===== config.mk =====
export PLATFORM = sky130hd
export DESIGN_NAME = stream_pattern_replace_flat
export DESIGN_NICKNAME = d
export VERILOG_FILES = /design/src/hdl/spr_pkg.sv /design/src/hdl/spr_if.sv /design/src/hdl/stream_pattern_replace.sv /design/src/flat_wrapper.sv
export SDC_FILE = /design/constraint.sdc
export NUM_CORES = 1
export LEC_CHECK = 0
export BUFFER_PORTS_ARGS = -buffer_cell sky130_fd_sc_hd__clkbuf_2
export CAP_MARGIN = 10
export CORE_MARGIN = 1.5
export CORE_UTILIZATION = 45
export DETAILED_ROUTE_END_ITERATION = 10
export PLACE_DENSITY = 0.68
export SETUP_SLACK_MARGIN = 0.3
export SYNTH_ARGS = -nofsm -noshare
export SYNTH_HDL_FRONTEND = slang
export SYNTH_SLANG_ARGS = --single-unit

===== constraint.sdc =====
create_clock -name clock -period 8 [get_ports clock]
set_input_delay 1.6 -clock clock [delete_from_list [all_inputs] [get_ports clock]]
set_output_delay 1.6 -clock clock [all_outputs]
set_load 0.02 [all_outputs]

===== src/hdl/spr_pkg.sv =====
package spr_pkg;

   // field and register widths
   localparam int BYTE_W    = 8;
   localparam int CFG_W     = 64;
   localparam int LEN_W     = 4;
   localparam int CSR_IDX_W = 4;

   // replacement holds at most eight characters
   localparam int REPL_MAX  = 8;
   localparam int RIDX_W    = 3;

   // default window depth
   localparam int MAX_PATTERN_DEFAULT = 8;

   // register indexes
   localparam logic [CSR_IDX_W-1:0] CSR_PATTERN_BYTES      = CSR_IDX_W'(0);
   localparam logic [CSR_IDX_W-1:0] CSR_PATTERN_LENGTH     = CSR_IDX_W'(1);
   localparam logic [CSR_IDX_W-1:0] CSR_REPLACEMENT_BYTES  = CSR_IDX_W'(2);
   localparam logic [CSR_IDX_W-1:0] CSR_REPLACEMENT_LENGTH = CSR_IDX_W'(3);

   // register reset values
   localparam logic [LEN_W-1:0] PATTERN_LENGTH_RESET     = LEN_W'(1);
   localparam logic [LEN_W-1:0] REPLACEMENT_LENGTH_RESET = LEN_W'(0);

endpackage


===== src/hdl/spr_if.sv =====
// input text byte channel
interface spr_req_if
   import spr_pkg::*;
();
   logic              valid;
   logic              ready;
   logic [BYTE_W-1:0] in_byte;
   logic              in_last;

   modport source (output valid, output in_byte, output in_last, input ready);
   modport sink   (input valid, input in_byte, input in_last, output ready);
endinterface

// result byte channel
interface spr_rsp_if
   import spr_pkg::*;
();
   logic              valid;
   logic              ready;
   logic [BYTE_W-1:0] out_byte;
   logic              has_byte;
   logic              out_last;

   modport source (output valid, output out_byte, output has_byte, output out_last,
                   input ready);
   modport sink   (input valid, input out_byte, input has_byte, input out_last,
                   output ready);
endinterface

// register write channel
interface spr_csr_if
   import spr_pkg::*;
();
   logic                 valid;
   logic                 ready;
   logic [CSR_IDX_W-1:0] index;
   logic [CFG_W-1:0]     data;

   modport source (output valid, output index, output data, input ready);
   modport sink   (input valid, input index, input data, output ready);
endinterface


===== src/hdl/stream_pattern_replace.sv =====
// output: each result goes through the single result register to the outputs; the first
//    result of a transaction follows its accept, or, when nothing is popped first and it starts a
//    replacement or the final flush, comes from that state
// throughput: one byte per cycle when the result register is free; a match holds input
//    while its replacement is sent, the last byte while the window is flushed
// reset: synchronous, active high; clears the window, the handshake state and sets the
//    registers to pattern length 1, replacement length 0, all characters zero
module stream_pattern_replace
   import spr_pkg::*;
#(
   parameter int MAX_PATTERN = MAX_PATTERN_DEFAULT
) (
   input logic         clock,
   input logic         reset,
   spr_req_if.sink     req_chan,
   spr_rsp_if.source   rsp_chan,
   spr_csr_if.sink     csr_chan
);

   localparam int CW = $clog2(MAX_PATTERN + 1);
   localparam logic [CW-1:0] MAX_CNT = CW'(MAX_PATTERN);

   typedef enum logic [2:0] {
      ST_PRE   = 3'b001,
      ST_REPL  = 3'b010,
      ST_FLUSH = 3'b100
   } phase_type;

   typedef logic [BYTE_W-1:0] byte_type;

   // configuration registers
   logic [CFG_W-1:0] pat_ff;
   logic [LEN_W-1:0] plen_ff;
   logic [CFG_W-1:0] repl_ff;
   logic [LEN_W-1:0] rlen_ff;

   // input register
   logic     pend_valid_ff;
   byte_type pend_byte_ff;
   logic     pend_last_ff;

   // window state
   byte_type          win_ff [MAX_PATTERN];
   byte_type          win_in [MAX_PATTERN];
   logic [CW-1:0]     cnt_ff, cnt_in;
   phase_type         state_ff, state_in;
   logic [RIDX_W-1:0] idx_ff, idx_in;

   // result register
   logic     rsp_valid_ff;
   byte_type rsp_byte_ff;
   logic     rsp_has_ff;
   logic     rsp_last_ff;

   // step signals
   logic          [CW-1:0] plen_eff;
   logic       [LEN_W-1:0] rlen_eff;
   byte_type               win_shift [MAX_PATTERN];
   byte_type               w_src     [MAX_PATTERN];
   byte_type               wa        [MAX_PATTERN];
   logic          [CW-1:0] c_src, ca;
   logic                   pop, mism, match, rlast;
   logic                   emit, e_has, e_last, done;
   byte_type               e_byte;
   logic                   out_free, step_go, req_fire;

   // effective lengths
   always_comb begin
      if (plen_ff == '0) begin
         plen_eff = CW'(1);
      end else if (plen_ff > LEN_W'(MAX_PATTERN)) begin
         plen_eff = MAX_CNT;
      end else begin
         plen_eff = plen_ff[CW-1:0];
      end
      rlen_eff = (rlen_ff > LEN_W'(REPL_MAX)) ? LEN_W'(REPL_MAX) : rlen_ff;
   end

   // window with the oldest byte removed
   always_comb begin
      for (int k = 0; k < MAX_PATTERN - 1; k++) begin
         win_shift[k] = win_ff[k + 1];
      end
      win_shift[MAX_PATTERN - 1] = '0;
   end

   // window after pending pops and after the append
   always_comb begin
      pop   = (cnt_ff >= plen_eff) && (cnt_ff != '0);
      c_src = pop ? (cnt_ff - CW'(1)) : cnt_ff;
      for (int k = 0; k < MAX_PATTERN; k++) begin
         w_src[k] = pop ? win_shift[k] : win_ff[k];
         wa[k]    = (CW'(k) == c_src) ? pend_byte_ff : w_src[k];
      end
      ca   = (c_src < MAX_CNT) ? (c_src + CW'(1)) : c_src;
      mism = 1'b0;
      for (int k = 0; k < MAX_PATTERN; k++) begin
         if ((CW'(k) < plen_eff) && (wa[k] != pat_ff[BYTE_W*k +: BYTE_W])) begin
            mism = 1'b1;
         end
      end
      match = (ca == plen_eff) && !mism;
      rlast = ((LEN_W'(idx_ff) + LEN_W'(1)) == rlen_eff);
   end

   // step sequencer
   always_comb begin
      win_in   = win_ff;
      cnt_in   = cnt_ff;
      state_in = state_ff;
      idx_in   = idx_ff;
      emit     = 1'b0;
      e_byte   = win_ff[0];
      e_has    = 1'b1;
      e_last   = 1'b0;
      done     = 1'b0;
      case (state_ff)
         ST_PRE: begin
            if (pop && (c_src >= plen_eff)) begin
               // window longer than the pattern, keep draining
               emit   = 1'b1;
               win_in = win_shift;
               cnt_in = c_src;
            end else begin
               emit = pop;
               done = 1'b1;
               if (match) begin
                  for (int k = 0; k < MAX_PATTERN; k++) begin
                     win_in[k] = '0;
                  end
                  cnt_in = '0;
                  if (rlen_eff != '0) begin
                     state_in = ST_REPL;
                     idx_in   = '0;
                     done     = 1'b0;
                  end else if (pend_last_ff) begin
                     if (pop) begin
                        e_last = 1'b1;
                     end else begin
                        // nothing to send, end marker only
                        emit   = 1'b1;
                        e_byte = '0;
                        e_has  = 1'b0;
                        e_last = 1'b1;
                     end
                  end
               end else begin
                  win_in = wa;
                  cnt_in = ca;
                  if (pend_last_ff) begin
                     state_in = ST_FLUSH;
                     done     = 1'b0;
                  end
               end
            end
         end
         ST_REPL: begin
            emit   = 1'b1;
            e_byte = repl_ff[BYTE_W*idx_ff +: BYTE_W];
            e_last = pend_last_ff && rlast;
            idx_in = idx_ff + RIDX_W'(1);
            if (rlast) begin
               state_in = ST_PRE;
               done     = 1'b1;
            end
         end
         ST_FLUSH: begin
            emit   = 1'b1;
            e_last = (cnt_ff == CW'(1));
            win_in = win_shift;
            cnt_in = cnt_ff - CW'(1);
            if (cnt_ff == CW'(1)) begin
               state_in = ST_PRE;
               done     = 1'b1;
            end
         end
         default: begin
            state_in = ST_PRE;
         end
      endcase
   end

   // handshake
   assign out_free       = !rsp_valid_ff || rsp_chan.ready;
   assign step_go        = pend_valid_ff && (out_free || !emit);
   assign req_chan.ready = !pend_valid_ff || (step_go && done);
   assign req_fire       = req_chan.valid && req_chan.ready;
   assign csr_chan.ready = 1'b1;

   assign rsp_chan.valid    = rsp_valid_ff;
   assign rsp_chan.out_byte = rsp_byte_ff;
   assign rsp_chan.has_byte = rsp_has_ff;
   assign rsp_chan.out_last = rsp_last_ff;

   // control and window registers
   always_ff @(posedge clock) begin
      if (reset) begin
         pend_valid_ff <= 1'b0;
         rsp_valid_ff  <= 1'b0;
         state_ff      <= ST_PRE;
         cnt_ff        <= '0;
         idx_ff        <= '0;
         for (int k = 0; k < MAX_PATTERN; k++) begin
            win_ff[k] <= '0;
         end
         pat_ff  <= '0;
         plen_ff <= PATTERN_LENGTH_RESET;
         repl_ff <= '0;
         rlen_ff <= REPLACEMENT_LENGTH_RESET;
      end else begin
         // input register
         if (req_fire) begin
            pend_valid_ff <= 1'b1;
         end else if (step_go && done) begin
            pend_valid_ff <= 1'b0;
         end
         // window update
         if (step_go) begin
            state_ff <= state_in;
            cnt_ff   <= cnt_in;
            idx_ff   <= idx_in;
            win_ff   <= win_in;
         end
         // result register
         if (step_go && emit) begin
            rsp_valid_ff <= 1'b1;
         end else if (rsp_chan.ready) begin
            rsp_valid_ff <= 1'b0;
         end
         // register writes
         if (csr_chan.valid) begin
            case (csr_chan.index)
               CSR_PATTERN_BYTES:      pat_ff  <= csr_chan.data;
               CSR_PATTERN_LENGTH:     plen_ff <= csr_chan.data[LEN_W-1:0];
               CSR_REPLACEMENT_BYTES:  repl_ff <= csr_chan.data;
               CSR_REPLACEMENT_LENGTH: rlen_ff <= csr_chan.data[LEN_W-1:0];
               default: begin
               end
            endcase
         end
      end
   end

   // payload registers
   always_ff @(posedge clock) begin
      if (req_fire) begin
         pend_byte_ff <= req_chan.in_byte;
         pend_last_ff <= req_chan.in_last;
      end
      if (step_go && emit) begin
         rsp_byte_ff <= e_byte;
         rsp_has_ff  <= e_has;
         rsp_last_ff <= e_last;
      end
   end

`ifndef SYNTHESIS
   // flush only runs with bytes left in the window
   a_flush_nonempty: assert property (@(posedge clock) disable iff (reset)
      (state_ff == ST_FLUSH) |-> (cnt_ff != '0))
      else $error("flush with empty window");

   // a match always empties the window before the replacement burst
   a_repl_empty: assert property (@(posedge clock) disable iff (reset)
      (state_ff == ST_REPL) |-> (cnt_ff == '0))
      else $error("replacement with bytes in window");

   // window never exceeds its depth
   a_cnt_range: assert property (@(posedge clock) disable iff (reset)
      cnt_ff <= MAX_CNT)
      else $error("window count out of range");

   // a drained input register always takes the next transaction
   a_ready_empty: assert property (@(posedge clock) disable iff (reset)
      !pend_valid_ff |-> req_chan.ready)
      else $error("input stalled while empty");
`endif

endmodule

===== src/flat_wrapper.sv =====
// flat-port wrapper written by rule: the top's interface ports become plain ports
module stream_pattern_replace_flat import spr_pkg::*;
#(
   parameter int MAX_PATTERN = MAX_PATTERN_DEFAULT
)
  (clock, reset, req_chan_valid, req_chan_in_byte, req_chan_in_last, req_chan_ready, rsp_chan_valid, rsp_chan_out_byte, rsp_chan_has_byte, rsp_chan_out_last, rsp_chan_ready, csr_chan_valid, csr_chan_index, csr_chan_data, csr_chan_ready);
  spr_req_if req_chan_i ();
  spr_rsp_if rsp_chan_i ();
  spr_csr_if csr_chan_i ();
  input logic clock;
  input logic reset;
  input wire logic [$bits(req_chan_i.valid)-1:0] req_chan_valid;
  input wire logic [$bits(req_chan_i.in_byte)-1:0] req_chan_in_byte;
  input wire logic [$bits(req_chan_i.in_last)-1:0] req_chan_in_last;
  output wire logic [$bits(req_chan_i.ready)-1:0] req_chan_ready;
  output wire logic [$bits(rsp_chan_i.valid)-1:0] rsp_chan_valid;
  output wire logic [$bits(rsp_chan_i.out_byte)-1:0] rsp_chan_out_byte;
  output wire logic [$bits(rsp_chan_i.has_byte)-1:0] rsp_chan_has_byte;
  output wire logic [$bits(rsp_chan_i.out_last)-1:0] rsp_chan_out_last;
  input wire logic [$bits(rsp_chan_i.ready)-1:0] rsp_chan_ready;
  input wire logic [$bits(csr_chan_i.valid)-1:0] csr_chan_valid;
  input wire logic [$bits(csr_chan_i.index)-1:0] csr_chan_index;
  input wire logic [$bits(csr_chan_i.data)-1:0] csr_chan_data;
  output wire logic [$bits(csr_chan_i.ready)-1:0] csr_chan_ready;
  assign req_chan_i.valid = req_chan_valid;
  assign req_chan_i.in_byte = req_chan_in_byte;
  assign req_chan_i.in_last = req_chan_in_last;
  assign req_chan_ready = req_chan_i.ready;
  assign rsp_chan_valid = rsp_chan_i.valid;
  assign rsp_chan_out_byte = rsp_chan_i.out_byte;
  assign rsp_chan_has_byte = rsp_chan_i.has_byte;
  assign rsp_chan_out_last = rsp_chan_i.out_last;
  assign rsp_chan_i.ready = rsp_chan_ready;
  assign csr_chan_i.valid = csr_chan_valid;
  assign csr_chan_i.index = csr_chan_index;
  assign csr_chan_i.data = csr_chan_data;
  assign csr_chan_ready = csr_chan_i.ready;
  stream_pattern_replace #(.MAX_PATTERN(MAX_PATTERN)) u_core (.clock(clock), .reset(reset), .req_chan(req_chan_i), .rsp_chan(rsp_chan_i), .csr_chan(csr_chan_i));
endmodule

==> reports/results.tsv <==
stage	metric	value	unit
final_layout	n_diodes	0	
sta	Slew @ Worst Pin	1110	ps
clocking	CTS Buf Count	26	
routing	Detail Route Antenna Nets	0	
global_routing	GRT busiest layer	met2	
die	core area	29000	sq um
sta	Slew headroom	26.2	%
final_layout	Layout fillers	2803	
logic_synthesis	Synth Cell Area	13400	sq um
sta	fmax	0.134	GHz
power_and_ir_drop	VDD IR-drop max	0.328	mV
clocking	Hold Buf Count CTS	0	
clocking	H-tree levels	1	
clocking	CTS root buf	clkbuf_16	
sta	Final Critical Period	7450	ps
logic_synthesis	register bit total from synthesis	231	
routing	DR iter-0 viols	1678	
sta	unrepaired setup endpoints after global routing	no	
critical_path	worst-path fanout max	24	
die	Die Height	175	um
routing	DR WL/cell	21.5	um
critical_path	Critical Path Sink Type	primary output	
final_layout	P&R area growth vs syn	13.6	%
sta	# setup viols final	0	
die	Die X	175	um
global_routing	GR Util met3	3.77	%
die	die area	30800	sq um
critical_path	CP arrival	5850	ps
clocking	clock sinks	231	
critical_path	startpoint types	flop	
final_layout	share of post-route cells with drive strength above 1	14.8	%
logic_synthesis	Synth cell types	78	
routing	Post-route DRC	0	
run	Max Cap Viol	0	
sta	Slew Limit Fails	0	
place	setup slack at placement	461	ps
min_path	HP Class	reg2reg	
place	hpwl dp	31800	um
routing	detail-routed via count per cell	6.31	
logic_synthesis	ys flop type	dfxtp_1	
logic_synthesis	Yosys warning count	0	
clocking	Clock Tree Buf Depth	3	
logic_synthesis	top cell type's share of synthesized area	31.7	%
global_routing	initial antenna violation count	0	
die	cell row count	62	
sta	Final Hold Fails	0	
logic_synthesis	sequential-to-total area share from yosys stat	36.0	%
sta	Final WS setup	548	ps
routing	via count	13728	
routing	drt total wl	46600	um
routing	Initial DRT Pass Iterations	6	
clocking	CTS tree	yes	
global_routing	grt ovf	0	
clocking	CTS clk-pin slew, worst paths	60	ps
sta	Tcrit/Tclk final	93.2	%
logic_synthesis	most frequent cell after synthesis	nand2_1	
logic_synthesis	number of synthesized flops with an enable pin	19	
critical_path	Data required, critical path	6400	ps
logic_synthesis	Mapped Cells	1756	
logic_synthesis	Synth top cells by count	nand2_1 (400), dfxtp_1 (212), a21oi_1 (174)	
place	Placer Congestion	0.960	
critical_path	crit path kind	reg2out	
logic_synthesis	Yosys top cell by area	dfxtp_1	
clocking	Worst-Skew Late Latency	540	ps
die	Initial Util	46.1	%
place	Buffers on Ports	93	
power_and_ir_drop	ratio of total power to cell area	422	nW/um^2
logic_synthesis	Mean Syn Cell Area	7.62	sq um
power_and_ir_drop	leakage power	5.41	nW
global_routing	met1 Track Usage GR	42.8	%
run_status	status	finished, final reports clean	
global_routing	vias in the first global route	12159	
global_routing	grt met2 use	45.6	%
die	I/O pin count	95	
logic_synthesis	Synth area leaders	dfxtp_1 (32%), nand2_1 (11%), a21oi_1 (6.5%), edfxtp_1 (4.3%), nor2_1 (3.4%)	
global_routing	first-pass GRT wire length	71800	um
global_routing	GR Util All Layers	29.5	%
logic_synthesis	syn_nets	1849	
power_and_ir_drop	Power, Total	6.41	mW
logic_synthesis	ys async rst share	0	%
sta	TNS Setup	0	ps
sta	final hold slack	451	ps
sta	Setup Skew	13.4	ps
final_layout	Layout Nets	1865	
global_routing	largest net degree at the start of global routing	119	
layer usage:
metal | wire length (um) | up-vias
met4 | 1560 | 0
met2 | 20600 | 712
met3 | 4460 | 100
met5 | 0 | -
met1 | 20000 | 6520
li1 | - | 6396
stage by stage:
stage | cells | area, sq um | utilization, %
after floorplan | 1756 | 13400 | -
after detailed placement | 2115 | 14000 | 48.4
after global placement | 2115 | 14000 | 48.4
final | 2174 | 15200 | 52.4
after CTS | 2165 | 15000 | 51.8
after global routing | 2174 | 15200 | 52.4
layout make-up:
class | instances | area [sq um] | share of cell area (%)
clock buffer | 40 | 806 | 5.30
clock inverter | 6 | 109 | 0.716
inverter | 34 | 130 | 0.856
multi-input combinational | 1344 | 8040 | 52.9
sequential | 231 | 4820 | 31.7
tap | 384 | 480 | 3.16
timing repair buffer | 135 | 827 | 5.44
cell usage in the layout, fill, tap and decap left out, types with 16 or more instances in the layout:
cell type and instances:
and2_1 16, nor4_1 21, mux4_2 16, a2111oi_0 20, clkbuf_16 28, xnor2_1 24, o21ai_0 50, nor3_1 55
nand2_1 398, a221oi_1 40, dfxtp_1 211, a31oi_1 42, a211o_1 21, buf_4 37, a21oi_1 171, inv_1 31
mux2i_1 40, clkbuf_2 92, nand3_1 46, a311oi_1 17, or3_1 19, nor2_1 122, edfxtp_1 19, or2_2 34
cells by family after synthesis:
group	count (synthesis)	synth area share [%]
xor gates and xnor gates	30	1.96
and+or+nand+nor	772	25.8
buffers and inverters	182	5.39
other	1	0.0280
muxes	62	6.35
adders and majority gates	11	1.03
DFF	231	36.0
AOI/OAI and AO/OA	467	23.4
repair_timing:
item                                    4_1_cts  5_1_grt
endpoints found under the setup margin        1        1
pin swaps                                     0        3
cloned                                        0        1
resized for setup                            12       25
buffers inserted                              4        7
flip-flops by register name, summed over array words and instances, names as in the netlist, 4 cells and up:
register,count
u_core.cnt_ff,4
u_core.win_ff,64
u_core.repl_ff,64
u_core.rlen_ff,4
u_core.pend_byte_ff,8
u_core.pat_ff,64
u_core.rsp_chan.out_byte,8
u_core.plen_ff,4
worst paths after layout:
kind	cells past startpoint	start	to	slack, ps
hold / removal	2	u_core.repl_ff[19]	u_core.repl_ff[19]	450
setup / recovery	17	u_core.cnt_ff[0]	req_chan_ready	550
hold reg to reg	2	u_core.repl_ff[19]	u_core.repl_ff[19]	450
setup reg to reg	21	u_core.cnt_ff[0]	u_core.win_ff[4]	1390
where the power goes:
| part | leakage, nW | total, mW | switching (mW) | internal (mW) |
|---|---|---|---|---|
| Combinational | 3.06 | 3.63 | 2.33 | 1.31 |
| Clock | 0.450 | 1.28 | 0.493 | 0.786 |
| Sequential | 1.90 | 1.50 | 0.200 | 1.30 |
| Total | 5.41 | 6.41 | 3.02 | 3.39 |
critical path, stage by stage, from the launching register on:
cell and delay, ps:
dfxtp_2 530, clkinv_1 160, buf_4 210, ha_1 210
and2_1 450, o21ai_1 660, mux2i_4 220, buf_4 230
buf_4 160, a31oi_1 160, a211o_1 130, nand4_1 120
or4_1 620, o41a_1 400, nor4_4 420, nand3_1 140
a32oi_2 270, clkbuf_2 210
Power figures use the tool's default switching activity.
